<file path="src/sv/okpp_pkg.sv">
// Shared types, constants and the CRC-24 byte step for the key packet pruner.
package okpp_pkg;

  localparam logic [23:0] CRC_INIT = 24'hB704CE;
  localparam logic [24:0] CRC_POLY = 25'h1864CFB;
  localparam int unsigned FIELD_COUNT_WIDTH = 24;

  localparam logic [5:0] TAG_PUBKEY = 6'd6;
  localparam logic [5:0] TAG_USERID = 6'd13;
  localparam logic [5:0] TAG_SIG    = 6'd2;

  localparam logic [2:0] SEEN_PUBKEY = 3'b001;
  localparam logic [2:0] SEEN_USERID = 3'b010;
  localparam logic [2:0] SEEN_SIG    = 3'b100;
  localparam logic [2:0] SEEN_ALL    = 3'b111;

  localparam logic [1:0] OLD_LEN_ONE  = 2'd0;
  localparam logic [1:0] OLD_LEN_TWO  = 2'd1;
  localparam logic [1:0] OLD_LEN_FOUR = 2'd2;
  localparam logic [1:0] OLD_LEN_NONE = 2'd3;

  localparam logic [7:0] NEW_LEN_TWO_MIN  = 8'd192;
  localparam logic [7:0] NEW_LEN_PART_MIN = 8'd224;
  localparam logic [7:0] NEW_LEN_FIVE     = 8'hFF;

  typedef enum logic [2:0] {
    PH_HEADER,
    PH_NEWLEN,
    PH_TWOLEN,
    PH_MULTI,
    PH_BODY,
    PH_DONE
  } phase_e;

  typedef enum logic [1:0] {
    ST_OK,
    ST_OLD_LEN,
    ST_NEW_LEN
  } status_e;

  // One classified item passed from the parser to the CRC/count stage.
  typedef struct packed {
    logic [7:0]  data;
    logic        keep;
    logic        hdr;
    logic [5:0]  tag;
    logic [31:0] blen;
    logic        done;
    status_e     status;
  } item_t;

  function automatic logic [23:0] crc_byte(input logic [23:0] crc, input logic [7:0] b);
    logic [24:0] c;
    c = {1'b0, crc ^ {b, 16'h0000}};
    for (int k = 0; k < 8; k++) begin
      c = {c[23:0], 1'b0};
      if (c[24]) begin
        c = c ^ CRC_POLY;
      end
    end
    return c[23:0];
  endfunction

endpackage

</file>
<file path="src/sv/okpp_front.sv">
// Header parser: tracks packet framing and classifies each incoming byte.
module okpp_front
  import okpp_pkg::*;
(
  input  logic       clk_i,
  input  logic       rst_ni,
  input  logic       accept_i,
  input  logic [7:0] data_byte_i,
  input  logic       last_byte_i,
  output item_t      item_o
);

  phase_e      phase_q, phase_d;
  logic [2:0]  left_q, left_d;
  logic [4:0]  first_q, first_d;
  logic [5:0]  tag_q, tag_d;
  logic [31:0] acc_q, acc_d;
  logic [31:0] remain_q, remain_d;
  logic [2:0]  seen_q, seen_d;
  status_e     err_q, err_d;

  logic        hdr;
  logic        pend;
  logic [31:0] hlen;
  logic [2:0]  tag_bit;

  // Header completion and packet end for the current byte
  always_comb begin
    hdr  = 1'b0;
    pend = 1'b0;
    hlen = '0;
    case (phase_q)
      PH_NEWLEN: begin
        if (data_byte_i < NEW_LEN_TWO_MIN) begin
          hdr  = 1'b1;
          hlen = {24'h0, data_byte_i};
        end
      end
      PH_TWOLEN: begin
        hdr  = 1'b1;
        hlen = {19'h0, first_q, data_byte_i} + 32'd192;
      end
      PH_MULTI: begin
        if (left_q == 3'd1) begin
          hdr  = 1'b1;
          hlen = {acc_q[23:0], data_byte_i};
        end
      end
      PH_BODY: begin
        pend = (remain_q == 32'd1);
      end
      default: begin
      end
    endcase
    if (hdr && hlen == '0) begin
      pend = 1'b1;
    end
  end

  always_comb begin
    case (tag_q)
      TAG_PUBKEY: tag_bit = SEEN_PUBKEY;
      TAG_USERID: tag_bit = SEEN_USERID;
      TAG_SIG:    tag_bit = SEEN_SIG;
      default:    tag_bit = 3'b000;
    endcase
  end

  // Next state
  always_comb begin
    phase_d  = phase_q;
    left_d   = left_q;
    first_d  = first_q;
    tag_d    = tag_q;
    acc_d    = acc_q;
    remain_d = remain_q;
    seen_d   = seen_q;
    err_d    = err_q;
    case (phase_q)
      PH_HEADER: begin
        if (data_byte_i[6]) begin
          tag_d   = data_byte_i[5:0];
          phase_d = PH_NEWLEN;
        end else begin
          tag_d = {2'b00, data_byte_i[5:2]};
          acc_d = '0;
          case (data_byte_i[1:0])
            OLD_LEN_ONE:  left_d = 3'd1;
            OLD_LEN_TWO:  left_d = 3'd2;
            OLD_LEN_FOUR: left_d = 3'd4;
            default:      left_d = left_q;
          endcase
          if (data_byte_i[1:0] == OLD_LEN_NONE) begin
            err_d   = ST_OLD_LEN;
            phase_d = PH_DONE;
          end else begin
            phase_d = PH_MULTI;
          end
        end
      end
      PH_NEWLEN: begin
        if (data_byte_i < NEW_LEN_TWO_MIN) begin
          phase_d = phase_q;
        end else if (data_byte_i < NEW_LEN_PART_MIN) begin
          first_d = data_byte_i[4:0];
          phase_d = PH_TWOLEN;
        end else if (data_byte_i == NEW_LEN_FIVE) begin
          left_d  = 3'd4;
          acc_d   = '0;
          phase_d = PH_MULTI;
        end else begin
          err_d   = ST_NEW_LEN;
          phase_d = PH_DONE;
        end
      end
      PH_MULTI: begin
        acc_d  = {acc_q[23:0], data_byte_i};
        left_d = left_q - 3'd1;
      end
      PH_BODY: begin
        remain_d = remain_q - 32'd1;
        if (pend) begin
          phase_d = PH_HEADER;
        end
      end
      default: begin
      end
    endcase
    if (hdr) begin
      seen_d   = seen_q | tag_bit;
      remain_d = hlen;
      phase_d  = pend ? PH_HEADER : PH_BODY;
    end
    if (phase_q != PH_DONE && phase_d != PH_DONE &&
        ((pend && seen_d == SEEN_ALL) || last_byte_i)) begin
      phase_d = PH_DONE;
    end
  end

  assign item_o.data   = data_byte_i;
  assign item_o.keep   = (phase_q != PH_DONE);
  assign item_o.hdr    = hdr;
  assign item_o.tag    = hdr ? tag_q : 6'd0;
  assign item_o.blen   = hdr ? hlen : 32'd0;
  assign item_o.done   = (phase_d == PH_DONE);
  assign item_o.status = err_d;

  always_ff @(posedge clk_i or negedge rst_ni) begin
    if (!rst_ni) begin
      phase_q  <= PH_HEADER;
      left_q   <= '0;
      first_q  <= '0;
      tag_q    <= '0;
      acc_q    <= '0;
      remain_q <= '0;
      seen_q   <= '0;
      err_q    <= ST_OK;
    end else if (accept_i) begin
      phase_q  <= phase_d;
      left_q   <= left_d;
      first_q  <= first_d;
      tag_q    <= tag_d;
      acc_q    <= acc_d;
      remain_q <= remain_d;
      seen_q   <= seen_d;
      err_q    <= err_d;
    end
  end

endmodule

</file>
<file path="src/sv/okpp_queue.sv">
// Two-entry item queue between the parser and the CRC/count stage.
module okpp_queue
  import okpp_pkg::*;
(
  input  logic  clk_i,
  input  logic  rst_ni,
  input  logic  push_i,
  input  item_t item_i,
  output logic  full_o,
  input  logic  pop_i,
  output item_t item_o,
  output logic  nonempty_o
);

  item_t      mem_q [2];
  logic       wr_ptr_q;
  logic       rd_ptr_q;
  logic [1:0] count_q;

  assign full_o     = (count_q == 2'd2);
  assign nonempty_o = (count_q != 2'd0);
  assign item_o     = mem_q[rd_ptr_q];

  always_ff @(posedge clk_i) begin
    if (push_i) begin
      mem_q[wr_ptr_q] <= item_i;
    end
  end

  always_ff @(posedge clk_i or negedge rst_ni) begin
    if (!rst_ni) begin
      wr_ptr_q <= 1'b0;
      rd_ptr_q <= 1'b0;
      count_q  <= '0;
    end else begin
      if (push_i) begin
        wr_ptr_q <= ~wr_ptr_q;
      end
      if (pop_i) begin
        rd_ptr_q <= ~rd_ptr_q;
      end
      case ({push_i, pop_i})
        2'b10:   count_q <= count_q + 2'd1;
        2'b01:   count_q <= count_q - 2'd1;
        default: count_q <= count_q;
      endcase
    end
  end

endmodule

</file>
<file path="src/sv/okpp_back.sv">
// CRC-24 and kept-byte counter, plus the result register.
module okpp_back
  import okpp_pkg::*;
#(
  parameter int unsigned COUNT_WIDTH = 24
) (
  input  logic        clk_i,
  input  logic        rst_ni,
  input  logic        avail_i,
  input  item_t       item_i,
  output logic        pop_o,
  output logic        out_valid_o,
  input  logic        out_stall_i,
  output logic        keep_o,
  output logic        header_end_o,
  output logic [5:0]  hdr_tag_o,
  output logic [31:0] body_length_o,
  output logic [23:0] crc_o,
  output logic [23:0] kept_count_o,
  output logic        done_res_o,
  output logic [1:0]  status_o
);

  localparam int unsigned KW =
    (COUNT_WIDTH < FIELD_COUNT_WIDTH) ? COUNT_WIDTH : FIELD_COUNT_WIDTH;

  logic          valid_q, valid_d;
  logic [23:0]   crc_q, crc_d;
  logic [KW-1:0] count_q, count_d;
  item_t         res_q;

  assign pop_o = avail_i && (!valid_q || !out_stall_i);

  always_comb begin
    crc_d   = crc_q;
    count_d = count_q;
    if (item_i.keep) begin
      crc_d = crc_byte(crc_q, item_i.data);
      if (count_q != {KW{1'b1}}) begin
        count_d = count_q + KW'(1);
      end
    end
    if (pop_o) begin
      valid_d = 1'b1;
    end else if (!out_stall_i) begin
      valid_d = 1'b0;
    end else begin
      valid_d = valid_q;
    end
  end

  always_ff @(posedge clk_i) begin
    if (pop_o) begin
      res_q <= item_i;
    end
  end

  always_ff @(posedge clk_i or negedge rst_ni) begin
    if (!rst_ni) begin
      valid_q <= 1'b0;
      crc_q   <= CRC_INIT;
      count_q <= '0;
    end else begin
      valid_q <= valid_d;
      if (pop_o) begin
        crc_q   <= crc_d;
        count_q <= count_d;
      end
    end
  end

  assign out_valid_o   = valid_q;
  assign keep_o        = res_q.keep;
  assign header_end_o  = res_q.hdr;
  assign hdr_tag_o     = res_q.tag;
  assign body_length_o = res_q.blen;
  assign crc_o         = crc_q;
  assign kept_count_o  = FIELD_COUNT_WIDTH'(count_q);
  assign done_res_o    = res_q.done;
  assign status_o      = res_q.status;

endmodule

</file>
<file path="src/sv/openpgp_key_packet_pruner_unit.sv">
// Top level of the OpenPGP key packet pruner with CRC-24.
//
// Input channel: one octet of decoded key data per item (data_byte_i, with
// last_byte_i on the final octet), on in_valid_i / in_stall_o. Output channel:
// one result item per input item, on out_valid_o / out_stall_i, in order.
// The parser classifies each octet in the cycle it is accepted and writes it
// to a two-entry queue; the CRC/count stage takes one item per cycle from the
// queue into the result register while out_stall_i is low, a rate set by the
// single-octet CRC step and the one-octet-per-cycle header parser. An item
// passes the queue and then the result register before out_valid_o rises.
// A stalled result holds its fields; the queue keeps taking input until it is
// full, then in_stall_o rises. After reset the parser waits for a packet
// header, the CRC holds 0xB704CE and the kept count is zero. Once done_res_o
// is set, later octets give keep 0 and the final CRC and count until reset.
module openpgp_key_packet_pruner_unit
  import okpp_pkg::*;
#(
  parameter int unsigned COUNT_WIDTH = 24
) (
  input  logic        clk_i,
  input  logic        rst_ni,
  input  logic        in_valid_i,
  output logic        in_stall_o,
  input  logic [7:0]  data_byte_i,
  input  logic        last_byte_i,
  output logic        out_valid_o,
  input  logic        out_stall_i,
  output logic        keep_o,
  output logic        header_end_o,
  output logic [5:0]  hdr_tag_o,
  output logic [31:0] body_length_o,
  output logic [23:0] crc_o,
  output logic [23:0] kept_count_o,
  output logic        done_res_o,
  output logic [1:0]  status_o
);

  logic  accept;
  logic  full;
  logic  pop;
  logic  avail;
  item_t front_item;
  item_t queue_item;

  assign in_stall_o = full;
  assign accept     = in_valid_i && !full;

  okpp_front u_front (
    .clk_i       (clk_i),
    .rst_ni      (rst_ni),
    .accept_i    (accept),
    .data_byte_i (data_byte_i),
    .last_byte_i (last_byte_i),
    .item_o      (front_item)
  );

  okpp_queue u_queue (
    .clk_i      (clk_i),
    .rst_ni     (rst_ni),
    .push_i     (accept),
    .item_i     (front_item),
    .full_o     (full),
    .pop_i      (pop),
    .item_o     (queue_item),
    .nonempty_o (avail)
  );

  okpp_back #(
    .COUNT_WIDTH (COUNT_WIDTH)
  ) u_back (
    .clk_i         (clk_i),
    .rst_ni        (rst_ni),
    .avail_i       (avail),
    .item_i        (queue_item),
    .pop_o         (pop),
    .out_valid_o   (out_valid_o),
    .out_stall_i   (out_stall_i),
    .keep_o        (keep_o),
    .header_end_o  (header_end_o),
    .hdr_tag_o     (hdr_tag_o),
    .body_length_o (body_length_o),
    .crc_o         (crc_o),
    .kept_count_o  (kept_count_o),
    .done_res_o    (done_res_o),
    .status_o      (status_o)
  );

endmodule
</file>
<file path="config.mk">
export PLATFORM = sky130hd
export DESIGN_NAME = openpgp_key_packet_pruner_unit
export DESIGN_NICKNAME = d
export VERILOG_FILES = /design/src/sv/okpp_pkg.sv /design/src/sv/okpp_front.sv /design/src/sv/okpp_queue.sv /design/src/sv/okpp_back.sv /design/src/sv/openpgp_key_packet_pruner_unit.sv
export SDC_FILE = /design/constraint.sdc
export NUM_CORES = 1
export LEC_CHECK = 0
export BUFFER_PORTS_ARGS = -buffer_cell sky130_fd_sc_hd__clkbuf_2
export CORE_ASPECT_RATIO = 1.25
export CORE_MARGIN = 5
export CORE_UTILIZATION = 56
export CTS_BUF_LIST = sky130_fd_sc_hd__clkbuf_4 sky130_fd_sc_hd__clkbuf_8
export CTS_CLUSTER_SIZE = 10
export DETAILED_ROUTE_END_ITERATION = 16
export GPL_TIMING_DRIVEN = 1
export PLACE_DENSITY = 0.83
export SETUP_SLACK_MARGIN = 0.15
export SLEW_MARGIN = 15
export SYNTH_ARGS = -nofsm -noshare
export SYNTH_HDL_FRONTEND = slang
export SYNTH_SLANG_ARGS = --single-unit
</file>
<file path="constraint.sdc">
create_clock -name clk_i -period 5.2 [get_ports clk_i]
set_input_delay 1.04 -clock clk_i [delete_from_list [all_inputs] [get_ports clk_i]]
set_output_delay 1.04 -clock clk_i [all_outputs]
set_load 0.01 [all_outputs]
</file>
# Word-level counts from Yosys, hierarchy flattened
# Memory sizes are Yosys's and may differ from the RTL's.
# Index checks and enable logic that the tools add are counted.
[op_classes]
addsub = 6
order_cmp = 2
n_eq_ne = 27
mux = 62
bitwise = 13
reduce_logical = 25
[op_table]
columns = ["cell", "n"]
rows = [
  ["24-bit two-way mux", 19],
  ["32-bit two-way mux", 4],
  ["13-bit inverter", 8],
  ["32-bit case mux with 3 select lines", 1],
  ["24-bit case mux with 3 select lines", 1],
  ["3-bit two-way mux", 14],
  ["3-bit case mux with 3 select lines", 4],
  ["32-bit by 1-bit == test with 1-bit output (second input constant)", 1],
  ["32-bit logical NOT", 1],
  ["32-bit by 1-bit subtractor with 32-bit output (second input constant)", 1],
  ["24-bit by 1-bit adder with 24-bit output (second input constant)", 1],
  ["24-bit != test (second input constant)", 1],
  ["24-bit bitwise XOR", 1],
  ["8-bit less-than comparator (second input constant)", 2],
  ["13-bit by 8-bit adder with 14-bit output (second input constant)", 1],
  ["6-bit two-way mux", 2],
  ["2-bit two-way mux", 5],
  ["3-bit == test (second input constant)", 3],
  ["2-bit == test (second input constant)", 4],
  ["8-bit == test (second input constant)", 1],
  ["1-bit two-way mux", 8],
  ["8-bit two-way mux", 1],
  ["2-bit case mux with 2 select lines", 2],
  ["7-bit AND reduction", 1],
  ["other kinds (27)", 48],
]
[word_totals]
regBits = 174
ram_bits = 102
inputBits = 13
output_inout_bits = 93
word_cells = 156
memories = 1
[mem_list]
columns = ["name", "depth", "word_bits", "rd", "rd_ports_with_merged_regs", "write_ports", "line_no", "text"]
rows = [
  ["u_queue.mem_q", 2, 51, 1, 0, 1, "okpp_queue.sv:15", "item_t mem_q [2];"],
]

# Depth between registers and ports, before layout
# An unclocked memory read counts as a cell.
[logic_depth]
ltp_word = 25
ltp_mapped = 12
ltp_nobuf = 10

# Hierarchy
# A second synthesis with hierarchy kept.
[hier_totals]
hier_cells = 1056
hier_area_um2 = 12968.7
[by_module_without_submodules]
columns = ["mod", "n_inst", "cells_each", "area_per_inst_um2", "seq_area_each_um2"]
rows = [
  ["okpp_front", 1, 588, 4793.3, 1951.9],
  ["okpp_queue", 1, 175, 4119.0, 3163.0],
  ["okpp_back", 1, 292, 4042.6, 2532.4],
  ["openpgp_key_packet_pruner_unit", 1, 1, 13.8, 0.0],
]

# Least setup slack after synthesis
# OpenSTA, ideal clock, no wires.
[synth_timing]
path_kind = "input-to-reg"
startpoint = "in out_stall_i"
endpoint = "reg u_back.count_q[21] (netlist: u_back.kept_count_o[21])"
setup_ns = 0.079
arrival_time_ns = 5.286
t_required_ns = 5.121
slack_ns = -0.165
path_stages = 8
path_buffers = 1
path_cell_list = "a2bb2oi_1 > nand2_1 > a41o_1 > buf_2 > nor4_4 > nand3_1 > nor2_1 > xor2_1"
[synth_via]
elab_chain_len = 4
[synth_rtl]
columns = ["item", "line_no", "text"]
rows = [
  ["start, declared", "openpgp_key_packet_pruner_unit.sv:27", "input logic out_stall_i,"],
  ["1-bit logical NOT", "okpp_back.sv:32", "assign pop_o = avail_i && (!valid_q || !out_stall_i);"],
  ["1-bit logical OR", "okpp_back.sv:32", ""],
  ["1-bit logical AND", "okpp_back.sv:32", ""],
  ["3-bit AND reduction (no source line)", "--", ""],
  ["end signal, assigned", "okpp_back.sv:67", "count_q <= count_d;"],
  ["end, declared", "okpp_back.sv:29", "logic [KW-1:0] count_q, count_d;"],
]
# No other way between the ends.
# A chain may end at the register's enable or synchronous reset.

# Final worst setup path
[layout_timing]
startpoint = "in data_byte_i[6]"
endpoint = "reg u_front.remain_q[19]"
[layout_via]
elab_chain_len = 5
word_cells_on_any_way = 6
classes_between = "order compare (1); mux (3); reduce/logical (2)"
[layout_rtl]
columns = ["item", "line_no", "text"]
rows = [
  ["start, declared", "openpgp_key_packet_pruner_unit.sv:24", "input logic [7:0] data_byte_i,"],
  ["8-bit less-than comparator (*)", "okpp_front.sv:34", "if (data_byte_i < NEW_LEN_TWO_MIN) begin"],
  ["1-bit two-way mux (*)", "okpp_front.sv:34", ""],
  ["1-bit case mux with 3 select lines (*)", "okpp_front.sv:32", "case (phase_q)"],
  ["2-bit nonzero test (no source line)", "--", ""],
  ["2-bit AND reduction (no source line)", "--", ""],
  ["end signal, assigned", "okpp_front.sv:164", "remain_q <= remain_d;"],
  ["end, declared", "okpp_front.sv:18", "logic [31:0] remain_q, remain_d;"],
]
# Every way passes the cells marked *; elsewhere a longest branch is shown, timed or not.

==> impl_results.md <==
- Most common cell after layout, fill and taps aside: edfxtp_1
- Setup tns final: 0 ns
- Slowest CP cell: o21ai_2
- EDFF count, synth: 145
- CTS Sinks: 276
- Post-CTS setup buffers: 0
- Warnings from Yosys: 0
- Vias in the first global route: 8710
- Register area share after synthesis: 0.6115
- Total gr overflow: 0
- Worst Max-Slew Pin Slew: 0.9723 ns
- Post-route cell area: 14200 sq um
- Initial core utilization: 0.5650
- Crit start category: primary input
- Root Buffer: clkbuf_8
- Routed length per placed instance: 18.89 um
- Drt initial violations: 701
- Via count: 8777
- Pleak: 0.006042 uW
- Most frequent cells in the layout: edfxtp_1 (145), dfrtp_1 (118), nand2_1 (115)
- DR pass1 iterations: 5
- # placed instances: 1411
- Die Y: 177.1 um
- Fill cells: 1629
- Syn nets: 1085
- Crit path DAT: 3.86 ns
- Total GRT Usage: 0.2202
- # Max-Cap Violations: 0
- Layout cells sized above 1: 0.2319
- Floorplan row count: 61
- Finished Layout Cells: 1486
- Slowest stage delay, CP: 0.84 ns
- Final ANT Viol Nets: 0
- Cell Chain, Critical Path: clkbuf_2, ha_1, inv_1, nand2_1, a21o_1, buf_4, inv_1, o21ai_2, buf_4, a21oi_1, o22ai_1
- Drt total wl: 28.08 mm
- Initial antenna violation count: 0
- Drt drc: 0
- Max Clock Freq: 294.1 MHz
- Clock Path Buffers: 3
- Port Buffer Count: 105
- Tcrit/Tclk final: 0.6540
- Clock Pin Slew Worst Setup and Hold Paths: 0.07 ns
- RSZ-0062 raised after global routing: false
- Antenna cell count: 0
- # resized after CTS: 0
- Area after DPL: 13330 sq um
- Pwr Density: 657.7 nW/um^2
- Via density: 5.906
- CTS tree: yes
- Post-synth ARST share: 0.4746
- Ys flop type: edfxtp_1
- Status: completed
- Rel. slew slack: 0.3517
- Die width: 143.7 um
- Global-route wire length before repair: 44.73 mm
- Synth Register Bits: 276
- Die footprint: 25440 sq um
- Tightest Hold Check Type: flop to flop
- Placer Congestion: 0.9301
- Synthesized instance count: 1058
- CTS H-tree lvls: 2
- WS Path Type: primary input to flop
- Top Ports: 106
- Max Clock Skew: 0.02036 ns
- Crit end category: flop
- Nets: 1198
- Avg Inst Size Synth: 11.82 sq um
- Pin count of the biggest net entering global routing: 72
- Area delta synth->final: 13.53%
- Hold-fix buffers, CTS: 0
- Final setup viols: 0
- DP HPWL: 19.18 mm
- Synth cell types: 61
- CTS buffer count: 41
- Final hold violations: 0
- Synth Cell Area: 12510 sq um
- WP data required: 5.66 ns
- Slew Limit Fails: 0
- Worst-path maximum fanout: 28
- Core Box Area: 22130 sq um
- Min Tclk post-route: 3.401 ns
- Peak VDD IR: 0.8421 mV
- Crit path max-delay family: buffers and inverters
- Worst-Skew Late Latency: 0.54 ns
- Bufs and invs on worst path: 5
==> cells by family (layout without fill, tap and decap cells) <==
family                     Yosys count  after routing  synth area share
AOI/OAI and AO/OA                  184            184           0.08224
xor gates and xnor gates            91             91           0.07484
adders and majority gates           14             14           0.01401
buffers and inverters               74            219           0.02351
DFF                                276            276            0.6115
muxes                               63             63           0.05583
and+or+nand+nor                    356            356            0.1381
==> per-stage QoR <==
step	setup slack, ns	hold WS, ns	power, uW	util
after floorplan	0.8573	0.4446	6512	-
after global placement	1.552	0.4637	7342	0.6024
after detailed placement	1.372	0.4697	7548	0.6024
after CTS	1.849	0.4902	9397	0.6414
after global routing	1.670	0.5123	9906	0.6414
final	1.799	0.4890	9337	0.6414
==> layer usage <==
metal / part of all wire / track usage / vias up / wire length, um
met5: 0 / 0 / - / 0
met4: 0.033 / 0.08281 / 0 / 929
met3: 0.071 / 0.03378 / 80 / 1994
met2: 0.52 / 0.3809 / 379 / 14460
met1: 0.38 / 0.2794 / 4310 / 10690
li1: - / - / 4008 / -
==> cell usage after synthesis (3+ instances only) <==
master,n,share of area
or4_1,9,0.0054
or3_1,8,0.0040
a211o_1,4,0.0028
nor4_1,12,0.0060
nand4_1,8,0.0040
and2_1,14,0.0070
nor3_1,28,0.011
nor2_1,73,0.022
dfstp_2,12,0.025
xor2_1,31,0.022
clkbuf_1,46,0.014
nand2b_1,3,0.0015
edfxtp_1,145,0.35
xnor2_2,5,0.0065
a31oi_1,10,0.0050
nor2b_1,3,0.0015
xor2_2,4,0.0052
and3_1,27,0.014
mux2i_1,11,0.0088
o31ai_1,5,0.0030
a21o_1,5,0.0030
ha_1,14,0.014
dfrtp_1,119,0.24
o21ai_0,103,0.041
and3b_1,3,0.0021
xnor2_1,47,0.033
inv_1,24,0.0072
a21oi_1,39,0.016
or2_2,4,0.0020
nand2_1,115,0.035
mux2_2,51,0.046
nand3_1,39,0.016
nor3b_1,3,0.0018
==> final cells by class <==
type                            instances  area [sq um]  area share
Clock buffer                           52         678.2     0.04777
Inverter                               24         90.09    0.006345
Timing Repair Buffer                  120         640.6     0.04512
Clock inverter                         23         186.4     0.01313
Tap cell                              283         354.1     0.02494
Sequential cell                       276          7649      0.5387
Multi-Input combinational cell        708          4599      0.3240
==> flip-flops by register name, indices dropped and copies added (netlist names), 2 cells and up <==
| register | flops |
|---|---|
| u_front.err_q | 2 |
| u_back.hdr_tag_o | 6 |
| u_front.phase_q | 3 |
| u_front.first_q | 5 |
| u_front.tag_q | 6 |
| u_front.acc_q | 24 |
| u_back.crc_o | 24 |
| u_front.seen_q | 3 |
| u_back.kept_count_o | 24 |
| u_back.body_length_o | 32 |
| u_back.status_o | 2 |
| u_queue.mem_q | 102 |
| u_front.left_q | 3 |
| u_queue.count_q | 2 |
| u_front.remain_q | 32 |
==> path summary, 6_finish.rpt <==
check / from / endpoint / slack [ns] / cells after the start
worst max register to register: u_front.phase_q[0] / u_front.remain_q[19] / 1.86 / 9
worst max-delay path: data_byte_i[6] / u_front.remain_q[19] / 1.80 / 11
worst min-delay path: u_front.acc_q[21] / u_front.acc_q[21] / 0.49 / 2
max in group asynchronous: rst_ni / u_front.acc_q[7] / 3.54 / 2
min in group asynchronous: rst_ni / u_back.kept_count_o[8] / 0.64 / 1
worst min register to register: u_front.acc_q[21] / u_front.acc_q[21] / 0.49 / 2
==> worst min-delay path: stages, from the launching register on <==
cell and delay, ns:
dfrtp_1 0.35, nand2_1 0.06, nand2_1 0.05
==> power by group <==
| part | internal, uW | switching, uW | total (uW) |
|---|---|---|---|
| Sequential | 3110 | 479 | 3590 |
| Combinational | 1740 | 2180 | 3920 |
| Clock | 1010 | 816 | 1830 |
| Total | 5860 | 3470 | 9340 |
No activity file was read; power rests on OpenSTA's default activity.
